--- config.mk ---
export PLATFORM = sky130hd
export DESIGN_NAME = quadrature_decoder_multi
export DESIGN_NICKNAME = d
export VERILOG_FILES = /design/src/hw/rtl/qdm_pkg.sv /design/src/hw/rtl/qdm_ram.sv /design/src/hw/rtl/qdm_out_fifo.sv /design/src/hw/rtl/quadrature_decoder_multi.sv
export VERILOG_INCLUDE_DIRS = /design/src /design/src/hw/rtl
export SDC_FILE = /design/constraint.sdc
export NUM_CORES = 1
export LEC_CHECK = 0
export BUFFER_PORTS_ARGS = -buffer_cell sky130_fd_sc_hd__buf_2
export CAP_MARGIN = 25
export CORE_UTILIZATION = 62
export DETAILED_ROUTE_END_ITERATION = 12
export MAX_ROUTING_LAYER = met4
export PLACE_DENSITY = 0.8
export SETUP_SLACK_MARGIN = 0.15
export SLEW_MARGIN = 5
export SYNTH_ARGS = -nofsm -noshare
export SYNTH_HDL_FRONTEND = slang
export SYNTH_HIERARCHICAL = 1
export SYNTH_SLANG_ARGS = --single-unit
--- constraint.sdc ---
create_clock -name clk -period 8.4 [get_ports clk]
set_clock_uncertainty 0.1 [all_clocks]
set_input_delay 1.26 -clock clk [delete_from_list [all_inputs] [get_ports clk]]
set_output_delay 1.26 -clock clk [all_outputs]
set_load 0.05 [all_outputs]
--- src/hw/rtl/assert_macros.svh ---
// shared assertion macros, clocked on clk and disabled while arst_n is low
`ifndef ASSERT_MACROS_SVH
`define ASSERT_MACROS_SVH

// implication property sampled at every rising clock edge
`define QDM_ASSERT(label, prop, msg) \
	label: assert property (@(posedge clk) disable iff (!arst_n) (prop)) else $error(msg);

// a condition that must never hold
`define QDM_NEVER(label, cond, msg) \
	label: assert property (@(posedge clk) disable iff (!arst_n) !(cond)) else $error(msg);

`endif

--- src/hw/rtl/qdm_pkg.sv ---
`timescale 1ns / 1ps

package qdm_pkg;

	// item kinds
	localparam logic [1:0] KIND_SAMPLE = 2'd0;
	localparam logic [1:0] KIND_READ   = 2'd1;
	localparam logic [1:0] KIND_INIT   = 2'd2;
	localparam logic [1:0] KIND_RSVD   = 2'd3;

	// decoded step of one transition
	typedef logic [1:0] step_t;
	localparam step_t STEP_ZERO = 2'd0;
	localparam step_t STEP_INC  = 2'd1;
	localparam step_t STEP_DEC  = 2'd2;

	// x4 transition table, indexed by {old phase, new phase}, phase = {A, B}
	localparam step_t STEP_TABLE [16] = '{
		STEP_ZERO, STEP_DEC,  STEP_INC,  STEP_ZERO,
		STEP_INC,  STEP_ZERO, STEP_ZERO, STEP_DEC,
		STEP_DEC,  STEP_ZERO, STEP_ZERO, STEP_INC,
		STEP_ZERO, STEP_INC,  STEP_DEC,  STEP_ZERO
	};

	// result queue depth and its pointer width
	localparam int OUT_DEPTH = 3;
	localparam int OUT_PW    = 2;

	// one result item
	typedef struct packed {
		logic [1:0]         channel_out;
		logic signed [31:0] delta_count;
		logic [31:0]        invalid_count;
	} out_item_t;

endpackage

--- src/hw/rtl/qdm_ram.sv ---
`timescale 1ns / 1ps

module qdm_ram #(
	parameter int WIDTH = 8,
	parameter int DEPTH = 4
) (
	input  logic                                         clk,
	input  logic                                         we,
	input  logic [((DEPTH > 1) ? $clog2(DEPTH) : 1)-1:0] waddr,
	input  logic [WIDTH-1:0]                             wdata,
	input  logic [((DEPTH > 1) ? $clog2(DEPTH) : 1)-1:0] raddr,
	output logic [WIDTH-1:0]                             rdata
);

	logic [WIDTH-1:0] mem_q [DEPTH];
	logic [WIDTH-1:0] rdata_q;

	// single write port, registered read port
	always_ff @(posedge clk) begin
		if (we) begin
			mem_q[waddr] <= wdata;
		end
		rdata_q <= mem_q[raddr];
	end

	assign rdata = rdata_q;

endmodule

--- src/hw/rtl/qdm_out_fifo.sv ---
`timescale 1ns / 1ps
`include "assert_macros.svh"

module qdm_out_fifo (
	input  logic                     clk,
	input  logic                     arst_n,
	input  logic                     push,
	input  qdm_pkg::out_item_t       push_data,
	input  logic                     pop_ready,
	output logic                     out_valid,
	output qdm_pkg::out_item_t       out_data,
	output logic [qdm_pkg::OUT_PW-1:0] count
);

	localparam logic [qdm_pkg::OUT_PW-1:0] LAST_PTR = qdm_pkg::OUT_PW'(qdm_pkg::OUT_DEPTH - 1);
	localparam logic [qdm_pkg::OUT_PW-1:0] FULL_CNT = qdm_pkg::OUT_PW'(qdm_pkg::OUT_DEPTH);

	qdm_pkg::out_item_t               mem_q [qdm_pkg::OUT_DEPTH];
	logic [qdm_pkg::OUT_PW-1:0]       wr_ptr_q;
	logic [qdm_pkg::OUT_PW-1:0]       rd_ptr_q;
	logic [qdm_pkg::OUT_PW-1:0]       count_q;
	logic                             pop;

	assign out_valid = (count_q != '0);
	assign out_data  = mem_q[rd_ptr_q];
	assign count     = count_q;
	assign pop       = out_valid && pop_ready;

	// storage, no reset needed
	always_ff @(posedge clk) begin
		if (push) begin
			mem_q[wr_ptr_q] <= push_data;
		end
	end

	// pointers and fill level
	always_ff @(posedge clk or negedge arst_n) begin
		if (!arst_n) begin
			wr_ptr_q <= '0;
			rd_ptr_q <= '0;
			count_q  <= '0;
		end else begin
			if (push) begin
				wr_ptr_q <= (wr_ptr_q == LAST_PTR) ? '0 : wr_ptr_q + 1'b1;
			end
			if (pop) begin
				rd_ptr_q <= (rd_ptr_q == LAST_PTR) ? '0 : rd_ptr_q + 1'b1;
			end
			unique case ({push, pop})
				2'b10:   count_q <= count_q + 1'b1;
				2'b01:   count_q <= count_q - 1'b1;
				default: count_q <= count_q;
			endcase
		end
	end

	`QDM_ASSERT(a_no_overflow, push |-> ((count_q != FULL_CNT) || pop), "result queue overflow")
	`QDM_NEVER(a_level_range, count_q > FULL_CNT, "result queue level out of range")

endmodule

--- src/hw/rtl/quadrature_decoder_multi.sv ---
`timescale 1ns / 1ps
// channel  | direction | tvalid/tready | tuser      | tdata (low bit up)
// s_axis   | in        | yes           | kind [1:0] | channel[1:0], a_level, b_level, pad
// m_axis   | out       | yes           | -          | channel_out[1:0], delta_count[31:0],
//          |           |               |            | invalid_count[31:0], pad
// One item per cycle while s_axis_tready is high; an item reads its channel entry from
// the state RAM on acceptance and writes it back in the next cycle, with the written
// entry forwarded. A read result reaches m_axis via the registered RAM read and the queue.
// Reset clears per-channel valid bits at once, so no clearing pass runs after reset.
// A three-entry result queue absorbs output stalls; s_axis stalls only when it would fill.
`include "assert_macros.svh"

module quadrature_decoder_multi #(
	parameter int NUM_CHANNELS = 4,
	parameter int COUNT_WIDTH  = 32
) (
	input  logic        clk,
	input  logic        arst_n,
	input  logic        s_axis_tvalid,
	output logic        s_axis_tready,
	input  logic [7:0]  s_axis_tdata,  // channel[1:0], a_level[2], b_level[3], zero[7:4]
	input  logic [1:0]  s_axis_tuser,  // kind[1:0]
	output logic        m_axis_tvalid,
	input  logic        m_axis_tready,
	output logic [71:0] m_axis_tdata   // channel_out[1:0], delta_count[33:2],
	                                   // invalid_count[65:34], zero[71:66]
);

	localparam int AW = (NUM_CHANNELS > 1) ? $clog2(NUM_CHANNELS) : 1;
	localparam int EW = 2 + 2 * COUNT_WIDTH;

	logic [1:0]          kind_in;
	logic [1:0]          ch_in;
	logic [1:0]          cur_in;
	logic [4:0]          ch_ext;
	logic                ch_ok;
	logic [AW-1:0]       rd_idx;
	logic                accept;
	logic                live;
	logic                fwd_hit;

	logic                vld_s1;
	logic [1:0]          kind_s1;
	logic [1:0]          ch_s1;
	logic [1:0]          cur_s1;
	logic [AW-1:0]       idx_s1;
	logic                fwd_s1;
	logic                rdvld_s1;
	logic [EW-1:0]       wb_q;
	logic [NUM_CHANNELS-1:0] valid_q;

	logic [EW-1:0]       ram_rdata;
	logic [EW-1:0]       old_entry;
	logic [1:0]          old_phase;
	logic [COUNT_WIDTH-1:0] old_step;
	logic [COUNT_WIDTH-1:0] old_bad;
	logic [1:0]          new_phase;
	logic [COUNT_WIDTH-1:0] new_step;
	logic [COUNT_WIDTH-1:0] new_bad;
	logic [EW-1:0]       wr_data;
	qdm_pkg::step_t      step_code;
	logic [63:0]         step_wide;
	logic [63:0]         bad_wide;

	logic                push;
	qdm_pkg::out_item_t  push_data;
	qdm_pkg::out_item_t  head;
	logic [qdm_pkg::OUT_PW-1:0] fifo_count;

	// input field decode
	assign kind_in = s_axis_tuser;
	assign ch_in   = s_axis_tdata[1:0];
	assign cur_in  = {s_axis_tdata[2], s_axis_tdata[3]};
	assign ch_ext  = {3'b000, ch_in};
	assign ch_ok   = (ch_ext < 5'(NUM_CHANNELS));
	assign rd_idx  = ch_ext[AW-1:0];
	assign accept  = s_axis_tvalid && s_axis_tready;
	assign live    = accept && ch_ok && (kind_in != qdm_pkg::KIND_RSVD);

	// the write in flight this cycle hits the entry being read
	assign fwd_hit = vld_s1 && (idx_s1 == rd_idx);

	// room for this item plus any read still in the pipe
	assign s_axis_tready = ((3'(fifo_count) + 3'(push)) <= 3'(qdm_pkg::OUT_DEPTH - 1));

	qdm_ram #(
		.WIDTH(EW),
		.DEPTH(NUM_CHANNELS)
	) u_state_ram (
		.clk  (clk),
		.we   (vld_s1),
		.waddr(idx_s1),
		.wdata(wr_data),
		.raddr(rd_idx),
		.rdata(ram_rdata)
	);

	// stage 1 control
	always_ff @(posedge clk or negedge arst_n) begin
		if (!arst_n) begin
			vld_s1  <= 1'b0;
			valid_q <= '0;
		end else begin
			vld_s1 <= live;
			if (vld_s1) begin
				valid_q[idx_s1] <= 1'b1;
			end
		end
	end

	// stage 1 payload and forwarded write data
	always_ff @(posedge clk) begin
		kind_s1  <= kind_in;
		ch_s1    <= ch_in;
		cur_s1   <= cur_in;
		idx_s1   <= rd_idx;
		fwd_s1   <= fwd_hit;
		rdvld_s1 <= ch_ok && valid_q[rd_idx];
		wb_q     <= wr_data;
	end

	// select the current entry: forwarded, stored, or reset value
	always_comb begin
		if (fwd_s1) begin
			old_entry = wb_q;
		end else if (rdvld_s1) begin
			old_entry = ram_rdata;
		end else begin
			old_entry = '0;
		end
	end

	assign old_phase = old_entry[1:0];
	assign old_step  = old_entry[COUNT_WIDTH+1:2];
	assign old_bad   = old_entry[EW-1:COUNT_WIDTH+2];
	assign step_code = qdm_pkg::STEP_TABLE[{old_phase, cur_s1}];

	// read-modify-write of the channel entry
	always_comb begin
		new_phase = old_phase;
		new_step  = old_step;
		new_bad   = old_bad;
		unique case (kind_s1)
			qdm_pkg::KIND_SAMPLE: begin
				new_phase = cur_s1;
				priority if ((cur_s1 != old_phase) && (step_code == qdm_pkg::STEP_ZERO)) begin
					new_bad = old_bad + COUNT_WIDTH'(1);
				end else if (step_code == qdm_pkg::STEP_INC) begin
					new_step = old_step + COUNT_WIDTH'(1);
				end else if (step_code == qdm_pkg::STEP_DEC) begin
					new_step = old_step - COUNT_WIDTH'(1);
				end else begin
					new_step = old_step;
				end
			end
			qdm_pkg::KIND_READ: begin
				new_step = '0;
				new_bad  = '0;
			end
			qdm_pkg::KIND_INIT: begin
				new_phase = cur_s1;
				new_step  = '0;
				new_bad   = '0;
			end
			default: begin
				new_phase = old_phase;
			end
		endcase
	end

	assign wr_data = {new_bad, new_step, new_phase};

	// result of a read item, counters cut to 32 bits
	assign step_wide               = 64'(old_step);
	assign bad_wide                = 64'(old_bad);
	assign push                    = vld_s1 && (kind_s1 == qdm_pkg::KIND_READ);
	assign push_data.channel_out   = ch_s1;
	assign push_data.delta_count   = step_wide[31:0];
	assign push_data.invalid_count = bad_wide[31:0];

	qdm_out_fifo u_out_fifo (
		.clk      (clk),
		.arst_n   (arst_n),
		.push     (push),
		.push_data(push_data),
		.pop_ready(m_axis_tready),
		.out_valid(m_axis_tvalid),
		.out_data (head),
		.count    (fifo_count)
	);

	assign m_axis_tdata = {6'b000000, head.invalid_count, head.delta_count, head.channel_out};

	`QDM_ASSERT(a_read_enters_s1, (accept && ch_ok && (kind_in == qdm_pkg::KIND_READ)) |=> push, "accepted read item did not reach stage 1")
	`QDM_ASSERT(a_entry_marked, vld_s1 |=> valid_q[$past(idx_s1)], "written channel entry not marked valid")
	`QDM_ASSERT(a_fwd_after_write, (vld_s1 && fwd_s1) |-> $past(vld_s1), "forwarding without a write in the previous cycle")

endmodule

; Word-level counts from Yosys, hierarchy flattened
; Memory sizes are Yosys's and may differ from the RTL's. A register that Yosys moved wholly into a read port is not among the register bits.
; Cells that the tools add are included.
[op_classes]
n_reduce_logical = 15
add_sub_neg = 8
muxes = 22
n_lt_le_gt_ge = 6
n_eq_ne = 11
n_bitwise = 2
[ops]
columns = operator, count
row1 = two-way mux 66 bit, 2
row2 = two-way mux 32 bit, 4
row3 = case mux 32 bit (2 select lines), 2
row4 = "adder 32 x 1 -> 32 bit, second input constant", 2
row5 = "subtractor 32 x 1 -> 32 bit, second input constant", 1
row6 = "equality test 2 bit, second input constant", 5
row7 = two-way mux 2 bit, 5
row8 = logical AND 1 bit, 9
row9 = "less-than comparator 2 x 3 -> 1 bit, second input constant", 3
row10 = "adder 2 x 1 -> 2 bit, second input constant", 3
row11 = "equality test 2 x 1 -> 1 bit, second input constant", 3
row12 = two-way mux 1 bit, 6
row13 = "greater-or-equal comparator 5 bit, second input constant", 1
row14 = NOT 4 -> 5 bit, 1
row15 = zero test 2 bit, 2
row16 = OR 4 bit, 1
row17 = case mux 2 bit (2 select lines), 1
row18 = nonzero test 2 bit, 2
row19 = OR reduction 2 bit, 2
row20 = adder 2 x 1 -> 3 bit, 1
row21 = "<= comparator 3 x 2 -> 1 bit, second input constant", 1
row22 = binary-select mux 1 bit (select 2 bit), 1
row23 = demux 1 bit (select 2 bit), 1
row24 = equality test 2 bit, 1
row25 = other kinds (4), 4
[word_totals]
in_bits = 14
n_memories = 3
reg_bits = 85
mem_bits_ro = 32
mem_bits_rw = 462
[mem_list]
columns = memory, depth, width, rd, rd_clocked_by_memory_dff, write_ports, line_no
row1 = u_state_ram.mem_q, 4, 66, 1, 1, 1, qdm_ram.sv:15  ; logic [WIDTH-1:0] mem_q [DEPTH];
row2 = u_out_fifo.mem_q, 3, 66, 1, 0, 1, qdm_out_fifo.sv:18  ; qdm_pkg::out_item_t mem_q [qdm_pkg::OUT_DEPTH];
row3 = (name not given), 16, 2, 1, 0, 0, quadrature_decoder_multi.sv:136  ; assign step_code = qdm_pkg::STEP_TABLE[{old_phase, cur_s1}];

; Longest topological paths before layout
; Gate-level depths: netlist of the first run.
[depth]
word_depth = 11
ltp_mapped = 16
depth_no_buf = 10

; Modules after synthesis
; The synthesis of the first run kept the hierarchy.
[by_module_without_submodules]
columns = mod, instances, cells_each, area_each_um2, seq_area_each_um2
row1 = qdm_ram, 1, 414, 10870.4, 9248.9
row2 = qdm_out_fifo, 1, 445, 7632.3, 6095.8
row3 = quadrature_decoder_multi, 1, 809, 5891.9, 1606.5

; Least setup slack after synthesis of the first run
; No wires, ideal clock.
[synth_timing]
path_type = register to register
start = reg kind_s1[0]
end = mem u_out_fifo/mem_q[2][0] (netlist bit) (enable)
arrival_ps = 6290
n_path_buf = 3
setup_ps = 585
setup_slack_ps = 1425
period_less_slack_ps = 6975
stages_incl_launch_ff = 7
path_cell_list = dfxtp_1 clkbuf_1 buf_1 clkbuf_1 and3_1 inv_1 nor3b_1
[synth_between]
elab_chain_len = 4
[synth_rtl]
columns = item, line_no
row1 = from (decl), quadrature_decoder_multi.sv:43  ; logic [1:0] kind_s1;
row2 = from (signal assigned), quadrature_decoder_multi.sv:113  ; kind_s1 <= kind_in;
row3 = equality test 2 x 1 -> 1 bit, quadrature_decoder_multi.sv:176  ; assign push = vld_s1 && (kind_s1 == qdm_pkg::KIND_READ);
row4 = logical AND 1 bit, quadrature_decoder_multi.sv:176
row5 = named net push, quadrature_decoder_multi.sv:65  ; logic push;
row6 = two-way mux 1 bit, qdm_out_fifo.sv:31  ; if (push) begin
row7 = two-way mux 1 bit (implied by the code), qdm_out_fifo.sv:32  ; mem_q[wr_ptr_q] <= push_data;
row8 = to (decl), qdm_out_fifo.sv:18
; The timed path passes the listed nets, and every way through them passes these cells.

; Worst setup path in the final report of the first run
[layout_timing]
start = reg rdvld_s1
end = mem u_state_ram/mem_q[1][30] (netlist bit) (data pin)
[layout_rtl]
columns = item, line_no
row1 = from (decl), quadrature_decoder_multi.sv:48  ; logic rdvld_s1;
row2 = from (signal assigned), quadrature_decoder_multi.sv:118  ; rdvld_s1 <= ch_ok && valid_q[rd_idx];
row3 = two-way mux 66 bit (*), quadrature_decoder_multi.sv:126  ; end else if (rdvld_s1) begin
row4 = two-way mux 66 bit (*), quadrature_decoder_multi.sv:124  ; if (fwd_s1) begin
row5 = named net old_entry[2], quadrature_decoder_multi.sv:53  ; logic [EW-1:0] old_entry;
row6 = subtractor 32 x 1 -> 32 bit, quadrature_decoder_multi.sv:151  ; new_step = old_step - COUNT_WIDTH'(1);
row7 = two-way mux 32 bit, quadrature_decoder_multi.sv:150  ; end else if (step_code == qdm_pkg::STEP_DEC) begin
row8 = two-way mux 32 bit (*), quadrature_decoder_multi.sv:148  ; end else if (step_code == qdm_pkg::STEP_INC) begin
row9 = two-way mux 32 bit (*), quadrature_decoder_multi.sv:146  ; priority if ((cur_s1 != old_phase) && (step_code == qdm_pkg::STEP_ZERO)) begin
row10 = case mux 32 bit (2 select lines) (*), quadrature_decoder_multi.sv:143  ; unique case (kind_s1)
row11 = named net new_step[28], quadrature_decoder_multi.sv:58  ; logic [COUNT_WIDTH-1:0] new_step;
row12 = to (decl), qdm_ram.sv:15
; Mark *: on every way through the listed nets, which the timed path passes. The rest lies on a longest branch. The select of a mux whose other input is x is not followed.

==> report_table.html, run 1 <==
<table>
<tr><th>Metric</th><th>Value</th></tr>
<tr><th colspan="2">Status</th></tr>
<tr><td>Status</td><td>complete, no violations</td></tr>
<tr><th colspan="2">STA</th></tr>
<tr><td>Maximum clock frequency</td><td>0.205 GHz</td></tr>
<tr><td>Fin Setup TNS</td><td>0 ns</td></tr>
<tr><td>Slew HR</td><td>25.4%</td></tr>
<tr><td>Fin crit period</td><td>4.88 ns</td></tr>
<tr><td>Unrepaired setup endpoints after global routing</td><td>false</td></tr>
<tr><td>Fin crit share</td><td>58.1%</td></tr>
<tr><td>Hold Fails Final Rpt</td><td>0</td></tr>
<tr><td>Max-slew violation total from the final report</td><td>0</td></tr>
<tr><td>Count of final setup violators</td><td>0</td></tr>
<tr><td>Worst Max-Slew Pin Slew</td><td>1.11 ns</td></tr>
<tr><td>Worst hold margin</td><td>0.392 ns</td></tr>
<tr><th colspan="2">Placed design</th></tr>
<tr><td>Number of placed cells counting well taps</td><td>2193</td></tr>
<tr><td>DP Wirelength</td><td>31500 microns</td></tr>
<tr><td>Quantity of I/O buffers inserted on ports</td><td>77</td></tr>
<tr><td>Weighted congestion at the end of routability-driven global placement</td><td>0.930</td></tr>
<tr><th colspan="2">Clock tree</th></tr>
<tr><td>CTS Buf Count</td><td>57</td></tr>
<tr><td>Number of buffers inserted by hold repair at cts</td><td>0</td></tr>
<tr><td>Clock latency of the later-clocked register in the worst-skew pair</td><td>0.60 ns</td></tr>
<tr><td>Clock slew at the register clock pins of the worst setup and hold paths</td><td>0.06 ns</td></tr>
<tr><td>Number of levels the H-tree was split into</td><td>2</td></tr>
<tr><td>Clock net sink count</td><td>613</td></tr>
<tr><td>Cts repair resizes</td><td>0</td></tr>
<tr><td>Setup bufs post-CTS</td><td>0</td></tr>
<tr><td>Maximum clock path buffer count</td><td>3</td></tr>
<tr><td>Clock tree from TritonCTS</td><td>built</td></tr>
<tr><td>CTS Root Buffer Type</td><td>clkbuf_16</td></tr>
<tr><th colspan="2">Logic synthesis</th></tr>
<tr><td>Fraction of the mapped netlist area in simple logic gates</td><td>9.02%</td></tr>
<tr><td>Post-synth EDFFs</td><td>462</td></tr>
<tr><td>Largest cells by area after synthesis</td><td>edfxtp_1, dfxtp_1, mux4_2</td></tr>
<tr><td>Flop and latch count out of synthesis</td><td>613</td></tr>
<tr><td>Top flip-flop cell by instance count after synthesis</td><td>edfxtp_1</td></tr>
<tr><td>Count of cell types in the netlist</td><td>75</td></tr>
<tr><td>Average size of a mapped cell</td><td>14.6 sq um</td></tr>
<tr><td>Synthesized-area fraction occupied by ao, oa, aoi and oai cells</td><td>7.61%</td></tr>
<tr><td>Multiplexer area fraction after synthesis</td><td>8.98%</td></tr>
<tr><td>Async set-or-reset flop fraction in the synthesized netlist</td><td>1.79%</td></tr>
<tr><td>Warnings, synthesis</td><td>6</td></tr>
<tr><td>Summed instance area of the synthesized netlist</td><td>0.0244 sq mm</td></tr>
<tr><td>Library cell with the largest summed area after synthesis</td><td>edfxtp_1</td></tr>
<tr><td>Gate count of the mapped netlist</td><td>1668</td></tr>
<tr><td>Share of synthesized area occupied by flip-flops and latches</td><td>69.5%</td></tr>
<tr><td>Area share of xor/xnor cells in the synthesized design</td><td>1.80%</td></tr>
<tr><td>Combinational family with the most area after synthesis</td><td>simple AND/OR/NAND/NOR gates</td></tr>
<tr><td>Portion of synthesized cell area occupied by the leading cell type</td><td>56.9%</td></tr>
<tr><td>Fraction of the mapped netlist area in adder cells</td><td>0.359%</td></tr>
<tr><th colspan="2">Cells and area</th></tr>
<tr><td>Most used cells in the layout excluding fill and tap cells</td><td>edfxtp_1, nand2_1, dfxtp_1</td></tr>
<tr><td>Share of final-layout standard cells stronger than drive strength 1</td><td>17.0%</td></tr>
<tr><td>Most common cell after layout, fill and taps aside</td><td>edfxtp_1</td></tr>
<tr><td>Total number of nets in the final design</td><td>1767</td></tr>
<tr><td>Antenna diode count</td><td>0</td></tr>
<tr><td>Post-Layout Cell Count</td><td>2313</td></tr>
<tr><td>FILL cells</td><td>2427</td></tr>
<tr><td>Layout overhead on the synthesized area</td><td>11.5%</td></tr>
<tr><th colspan="2">Routing</th></tr>
<tr><td>ANT nets after route</td><td>0</td></tr>
<tr><td>Count of TritonRoute iterations in the first routing pass</td><td>6</td></tr>
<tr><td>Ratio of routed vias to standard cells</td><td>6.41</td></tr>
<tr><td>Starting DRT DRC Count</td><td>1812</td></tr>
<tr><td>DRC Markers</td><td>0</td></tr>
<tr><td>DR vias</td><td>14800</td></tr>
<tr><td>Wirelength, routed</td><td>53600 microns</td></tr>
<tr><td>Wire per inst</td><td>23.2 microns</td></tr>
<tr><th colspan="2">Job</th></tr>
<tr><td>Number of maximum-capacitance constraint violations</td><td>0</td></tr>
<tr><th colspan="2">Setup path</th></tr>
<tr><td>Kind of critical path</td><td>flop to flop</td></tr>
<tr><td>Worst path cell trace</td><td>nor2b_4 -&gt; buf_4 -&gt; a22oi_1 -&gt; inv_1 -&gt; ha_1 -&gt; a21boi_0 -&gt; nand2_1 -&gt; or4_1 -&gt; a21oi_1 -&gt; a21oi_1 -&gt; nor3_1</td></tr>
<tr><td>Worst Path Required</td><td>8.62 ns</td></tr>
<tr><td>Highest net fanout along the worst path</td><td>26</td></tr>
<tr><td>Critical path capture point type</td><td>flop</td></tr>
<tr><td>Top cell by count, worst path</td><td>a21oi_1</td></tr>
<tr><td>Element type at the critical path start</td><td>flop</td></tr>
<tr><td>Slowest stage delay, CP</td><td>0.68 ns</td></tr>
<tr><td>Arr. time, crit path</td><td>5.10 ns</td></tr>
<tr><td>Critical-path cell with the highest stage delay</td><td>dfxtp_2</td></tr>
<tr><th colspan="2">GRT</th></tr>
<tr><td>Via count of the first global-routing pass</td><td>14300</td></tr>
<tr><td>Number of antenna violations at the first check in global routing</td><td>0</td></tr>
<tr><td>Pin count of the biggest net entering global routing</td><td>81</td></tr>
<tr><td>Total congestion overflow</td><td>0</td></tr>
<tr><td>Global-route wire length before repair</td><td>81700 microns</td></tr>
<tr><td>Aggregate global-route resource usage</td><td>27.4%</td></tr>
<tr><th colspan="2">Pwr</th></tr>
<tr><td>Power per standard cell area</td><td>314 mW/mm^2</td></tr>
<tr><td>Leak pwr</td><td>9.38 nW</td></tr>
<tr><td>Maximum vdd drop</td><td>0.154 mV</td></tr>
<tr><th colspan="2">Floorplan</th></tr>
<tr><td>Number of cell rows</td><td>72</td></tr>
<tr><td>Effective utilization at floorplan</td><td>63.0%</td></tr>
<tr><td>Die width</td><td>200 microns</td></tr>
<tr><td>I/O pins</td><td>88</td></tr>
<tr><td>Core box area</td><td>0.0387 sq mm</td></tr>
<tr><td>Die Span Y</td><td>200 microns</td></tr>
<tr><td>Die Outline Area</td><td>0.0401 sq mm</td></tr>
<tr><th colspan="2">Hold path</th></tr>
<tr><td>Classification of the worst-slack hold path</td><td>flop to flop</td></tr>
</table>
-- final cells by class --
class                      count  area [sq um]  area share [%]
clock buffer                  67          1520            5.60
clock inverter                41           388            1.43
inverter                      29           109           0.400
multi-input combinational    935          6850            25.2
sequential                   613         17000            62.4
tap                          518           648            2.38
timing repair buffer         110           727            2.67
-- worst max-delay path, delay by kind of cell, from the launching register on --
kind	cells	cell delay, ns
flops	1	0.68
compound gates	4	0.95
simple gates	4	1.88
buf+inv	2	0.72
fa+ha+maj	1	0.26
-- metrics by stage --
| stage | setup WS [ns] | cell area (sq um) | power, mW | utilization (%) |
|---|---|---|---|---|
| 2_1_floorplan | 1.43 | 24400 | 5.42 | - |
| 3_3_place_gp | 3.88 | 25100 | 5.88 | 64.8 |
| 3_5_place_dp | 3.81 | 25100 | 5.95 | 64.8 |
| 4_1_cts | 3.77 | 27000 | 8.51 | 69.8 |
| 5_1_grt | 3.47 | 27200 | 8.81 | 70.2 |
| 6_report | 3.52 | 27200 | 8.53 | 70.2 |
-- registers in the layout, summed over array words and instances (netlist names) --
signal / cells
u_state_ram/mem_q: 264
u_out_fifo/mem_q: 198
u_state_ram/rdata: 66
wb_q: 66
valid_q: 4
cur_s1: 2
idx_s1: 2
kind_s1: 2
u_out_fifo/count: 2
u_out_fifo/rd_ptr_q: 2
u_out_fifo/wr_ptr_q: 2
fwd_s1: 1
rdvld_s1: 1
vld_s1: 1
-- synthesized netlist by cell type (all sizes together), types with 13 or more instances --
cell type  number
nand2         167
a22oi          23
a22o           16
dfxtp         140
a21oi          22
nor3           27
buf            58
xor2           14
mux2i          68
nand3b         13
o21ai         156
nor4           14
clkbuf         38
nor2           61
inv            29
edfxtp        462
mux4           67
xnor2          36
nand3          72
and3           14
-- logic make-up after synthesis --
group,count (synthesis)
simple gates,441
xor+xnor,50
buf+inv,125
fa+ha+maj,7
compound gates,296
other cells,1
flops,613
mux,135
-- routing by layer --
metal | vias up | part of all wire [%] | GRT usage (%)
met5 | - | 0 | -
met4 | 0 | 2.0 | 8.32
met3 | 93 | 9.4 | 4.62
met2 | 831 | 46 | 41.3
met1 | 7354 | 42 | 38.9
li1 | 6538 | - | -
-- path summary, 6_finish.rpt --
check | startpoint | endpoint | slack (ns) | cells past startpoint
worst max-delay path | rdvld_s1 | u_state_ram/mem_q[1][30] | 3.52 | 11
worst min-delay path | valid_q[1] | valid_q[1] | 0.39 | 1
worst max register to register | rdvld_s1 | u_state_ram/mem_q[1][30] | 3.52 | 11
worst min register to register | valid_q[1] | valid_q[1] | 0.39 | 1
max in group asynchronous | arst_n | u_out_fifo/rd_ptr_q[0] | 7.51 | 1
min in group asynchronous | arst_n | u_out_fifo/wr_ptr_q[1] | 0.44 | 1
-- report_power, final --
part | switching, mW | leakage, nW | total, mW | internal (mW)
sequential | 0.181 | 5.53 | 3.85 | 3.67
combinational | 1.55 | 2.91 | 2.09 | 0.544
clock | 1.10 | 0.941 | 2.59 | 1.49
Power figures use the tool's default switching activity.
==> run 2: changes to the inputs <==
CORE_UTILIZATION = 56   (was 62)
PLACE_DENSITY = 0.76   (was 0.8)
clock period = 4.3 ns   (was 8.4 ns; I/O delays follow)
==> report_table.html, run 2 (synthesized netlist as in run 1, its figures left out) <==
<table>
<tr><th>Metric</th><th>Value</th></tr>
<tr><th colspan="2">Setup path</th></tr>
<tr><td>Highest net fanout along the worst path</td><td>50 (was 26)</td></tr>
<tr><td>Arr. time, crit path</td><td>4.04 ns (was 5.10 ns)</td></tr>
<tr><td>Critical path capture point type</td><td>flop (unchanged)</td></tr>
<tr><td>Element type at the critical path start</td><td>flop (unchanged)</td></tr>
<tr><td>Kind of critical path</td><td>flop to flop (unchanged)</td></tr>
<tr><td>Worst Path Required</td><td>4.54 ns (was 8.62 ns)</td></tr>
<tr><th colspan="2">GRT</th></tr>
<tr><td>Pin count of the biggest net entering global routing</td><td>95 (was 81)</td></tr>
<tr><td>Global-route wire length before repair</td><td>82800 microns (was 81700 microns)</td></tr>
<tr><td>Number of antenna violations at the first check in global routing</td><td>2 (was 0)</td></tr>
<tr><td>Total congestion overflow</td><td>0 (unchanged)</td></tr>
<tr><td>Aggregate global-route resource usage</td><td>25.6% (was 27.4%)</td></tr>
<tr><td>Via count of the first global-routing pass</td><td>14500 (was 14300)</td></tr>
<tr><th colspan="2">Clock tree</th></tr>
<tr><td>CTS Buf Count</td><td>58 (was 57)</td></tr>
<tr><td>Clock tree from TritonCTS</td><td>built (unchanged)</td></tr>
<tr><td>Clock latency of the later-clocked register in the worst-skew pair</td><td>0.62 ns (was 0.60 ns)</td></tr>
<tr><td>Cts repair resizes</td><td>0 (unchanged)</td></tr>
<tr><td>Clock net sink count</td><td>613 (unchanged)</td></tr>
<tr><td>Maximum clock path buffer count</td><td>3 (unchanged)</td></tr>
<tr><td>CTS Root Buffer Type</td><td>clkbuf_16 (unchanged)</td></tr>
<tr><td>Clock slew at the register clock pins of the worst setup and hold paths</td><td>0.06 ns (about the same)</td></tr>
<tr><td>Number of levels the H-tree was split into</td><td>2 (unchanged)</td></tr>
<tr><th colspan="2">Cells and area</th></tr>
<tr><td>Total number of nets in the final design</td><td>1792 (was 1767)</td></tr>
<tr><td>FILL cells</td><td>3118 (was 2427)</td></tr>
<tr><td>Share of final-layout standard cells stronger than drive strength 1</td><td>17.5% (was 17.0%)</td></tr>
<tr><td>Combined area of the multi-input logic cells</td><td>0.00686 sq mm (was 0.00685 sq mm)</td></tr>
<tr><td>Register cell area after layout</td><td>0.0170 sq mm (unchanged)</td></tr>
<tr><td>Most used cells in the layout excluding fill and tap cells</td><td>edfxtp_1, nand2_1, dfxtp_1 (unchanged)</td></tr>
<tr><td>Most common cell after layout, fill and taps aside</td><td>edfxtp_1 (unchanged)</td></tr>
<tr><td>Most flop-heavy register</td><td>u_state_ram/mem_q (unchanged)</td></tr>
<tr><td>Largest registers in the final layout</td><td>u_state_ram/mem_q (264), u_out_fifo/mem_q (198) (unchanged)</td></tr>
<tr><td>Antenna diode count</td><td>0 (unchanged)</td></tr>
<tr><td>Number of flip-flops under the largest register name</td><td>264 (unchanged)</td></tr>
<tr><td>Layout overhead on the synthesized area</td><td>12.4% (was 11.5%)</td></tr>
<tr><th colspan="2">Floorplan</th></tr>
<tr><td>I/O pins</td><td>88 (unchanged)</td></tr>
<tr><td>Die width</td><td>211 microns (was 200 microns)</td></tr>
<tr><td>Core box area</td><td>0.0430 sq mm (was 0.0387 sq mm)</td></tr>
<tr><td>Effective utilization at floorplan</td><td>56.8% (was 63.0%)</td></tr>
<tr><td>Die Span Y</td><td>211 microns (was 200 microns)</td></tr>
<tr><td>Die Outline Area</td><td>0.0444 sq mm (was 0.0401 sq mm)</td></tr>
<tr><td>Number of cell rows</td><td>76 (was 72)</td></tr>
<tr><th colspan="2">STA</th></tr>
<tr><td>Hold Fails Final Rpt</td><td>0 (unchanged)</td></tr>
<tr><td>Max-slew violation total from the final report</td><td>0 (unchanged)</td></tr>
<tr><td>Maximum clock frequency</td><td>0.263 GHz (was 0.205 GHz)</td></tr>
<tr><td>Worst hold margin</td><td>0.0295 ns (was 0.392 ns)</td></tr>
<tr><td>Unrepaired setup endpoints after global routing</td><td>false (unchanged)</td></tr>
<tr><td>Fin Setup TNS</td><td>0 ns (unchanged)</td></tr>
<tr><td>Slew HR</td><td>28.1% (was 25.4%)</td></tr>
<tr><td>Count of final setup violators</td><td>0 (unchanged)</td></tr>
<tr><td>Worst setup margin</td><td>0.497 ns (was 3.52 ns)</td></tr>
<tr><td>Worst Max-Slew Pin Slew</td><td>1.07 ns (was 1.11 ns)</td></tr>
<tr><td>Fin crit period</td><td>3.80 ns (was 4.88 ns)</td></tr>
<tr><td>Fin crit share</td><td>88.5% (was 58.1%)</td></tr>
<tr><th colspan="2">Pwr</th></tr>
<tr><td>Proportion of power drawn by combinational gates</td><td>24.3% (was 24.6%)</td></tr>
<tr><td>Total net switching power</td><td>5.48 mW (was 2.83 mW)</td></tr>
<tr><td>Switching share of power</td><td>33.2% (about the same)</td></tr>
<tr><td>Power per standard cell area</td><td>602 mW/mm^2 (was 314 mW/mm^2)</td></tr>
<tr><td>Part of the total power dissipated in the clock network</td><td>29.6% (was 30.3%)</td></tr>
<tr><td>Portion of total power attributed to sequential cells</td><td>46.0% (was 45.1%)</td></tr>
<tr><td>Internal power contribution</td><td>11.0 mW (was 5.70 mW)</td></tr>
<tr><td>Maximum vdd drop</td><td>0.460 mV (was 0.154 mV)</td></tr>
<tr><td>Leak pwr</td><td>9.46 nW (was 9.38 nW)</td></tr>
<tr><th colspan="2">Routing</th></tr>
<tr><td>Starting DRT DRC Count</td><td>1449 (was 1812)</td></tr>
<tr><td>Wirelength, routed</td><td>53700 microns (was 53600 microns)</td></tr>
<tr><td>ANT nets after route</td><td>0 (unchanged)</td></tr>
<tr><td>Count of TritonRoute iterations in the first routing pass</td><td>6 (unchanged)</td></tr>
<tr><td>Ratio of routed vias to standard cells</td><td>6.03 (was 6.41)</td></tr>
<tr><td>DRC Markers</td><td>0 (unchanged)</td></tr>
<tr><td>Wire per inst</td><td>22.3 microns (was 23.2 microns)</td></tr>
<tr><td>DR vias</td><td>14500 (was 14800)</td></tr>
<tr><th colspan="2">Placed design</th></tr>
<tr><td>Quantity of I/O buffers inserted on ports</td><td>77 (unchanged)</td></tr>
<tr><td>Weighted congestion at the end of routability-driven global placement</td><td>0.930 (about the same)</td></tr>
<tr><td>DP Wirelength</td><td>33900 microns (was 31500 microns)</td></tr>
<tr><td>Pre-CTS worst setup slack</td><td>0.533 ns (was 3.81 ns)</td></tr>
<tr><th colspan="2">Hold path</th></tr>
<tr><td>Classification of the worst-slack hold path</td><td>input port to flop (was flop to flop)</td></tr>
<tr><th colspan="2">Status</th></tr>
<tr><td>Status</td><td>complete, no violations (unchanged)</td></tr>
<tr><th colspan="2">Job</th></tr>
<tr><td>Number of maximum-capacitance constraint violations</td><td>0 (unchanged)</td></tr>
</table>
[run 2: changes by cell type in the layout (fill, tap and decap cells not counted), moves of 3 or more]
cell and delta:
buf_4 +26, clkbuf_1 +10, buf_12 +7, buf_16 -5, clkinv_2 -5, inv_6 -4
buf_2 -3, bufinv_16 -3
[run 2: cell type report]
class                           instances  area share, %
Clock buffer                           76           5.69
Clock inverter                         33           1.05
Inverter                               29          0.397
Multi-Input combinational cell        935           25.0
Sequential cell                       613           61.9
Tap cell                              585           2.67
Timing Repair Buffer                  134           3.33
[run 2: timing repair]
action,4_1_cts,5_1_grt
setup endpoints to repair,0,0
setup buffers,0,0
endpoints found under the hold margin,11,0
hold buffers,1,0
[run 2: per-stage QoR]
step / cell area, sq um / instances / utilization (%) / power (mW)
2_1_floorplan: 24400 / 1673 / - / 10.6
3_3_place_gp: 25600 / 2294 / 59.4 / 11.6
3_5_place_dp: 25600 / 2294 / 59.4 / 11.7
4_1_cts: 27400 / 2404 / 63.8 / 16.6
5_1_grt: 27400 / 2405 / 63.8 / 17.1
6_report: 27400 / 2405 / 63.8 / 16.5
[run 2: critical path, cell delays in order, from the launching register on]
cell and delay, ns:
dfxtp_4 0.58, buf_4 0.47, nand2_1 0.16, a222oi_1 0.50
nand4_1 0.27, or4_1 0.57, o41a_2 0.17, o31a_1 0.29
nor3_1 0.40
[run 2: metal layers]
| layer | track usage (%) | part of all wire, % |
|---|---|---|
| met3 | 3.35 | 6.1 |
| met1 | 34.0 | 43 |
| met4 | 7.75 | 2.3 |
| met2 | 41.5 | 49 |
| met5 | - | 0 |
[run 2: path summary, 6_finish.rpt]
kind | startpoint | to | slack [ns] | depth (start not counted)
setup / recovery | fwd_s1 | u_state_ram/mem_q[0][31] | 0.50 | 8
hold / removal | s_axis_tdata[3] | cur_s1[0] | 0.03 | 1
setup reg to reg | fwd_s1 | u_state_ram/mem_q[0][31] | 0.50 | 8
hold reg to reg | valid_q[0] | valid_q[0] | 0.37 | 1
max in group asynchronous | arst_n | u_out_fifo/rd_ptr_q[0] | 3.51 | 2
min in group asynchronous | arst_n | u_out_fifo/rd_ptr_q[1] | 0.35 | 2
[run 2: power by group through the flow]
stage	clock network (mW)	logic, mW	registers, mW
final	4.89	4.02	7.60
after global routing	5.20	4.29	7.66
after CTS	4.97	4.02	7.59
after detailed placement	0	4.00	7.71
after global placement	0	3.92	7.68
after floorplan	0	3.15	7.45
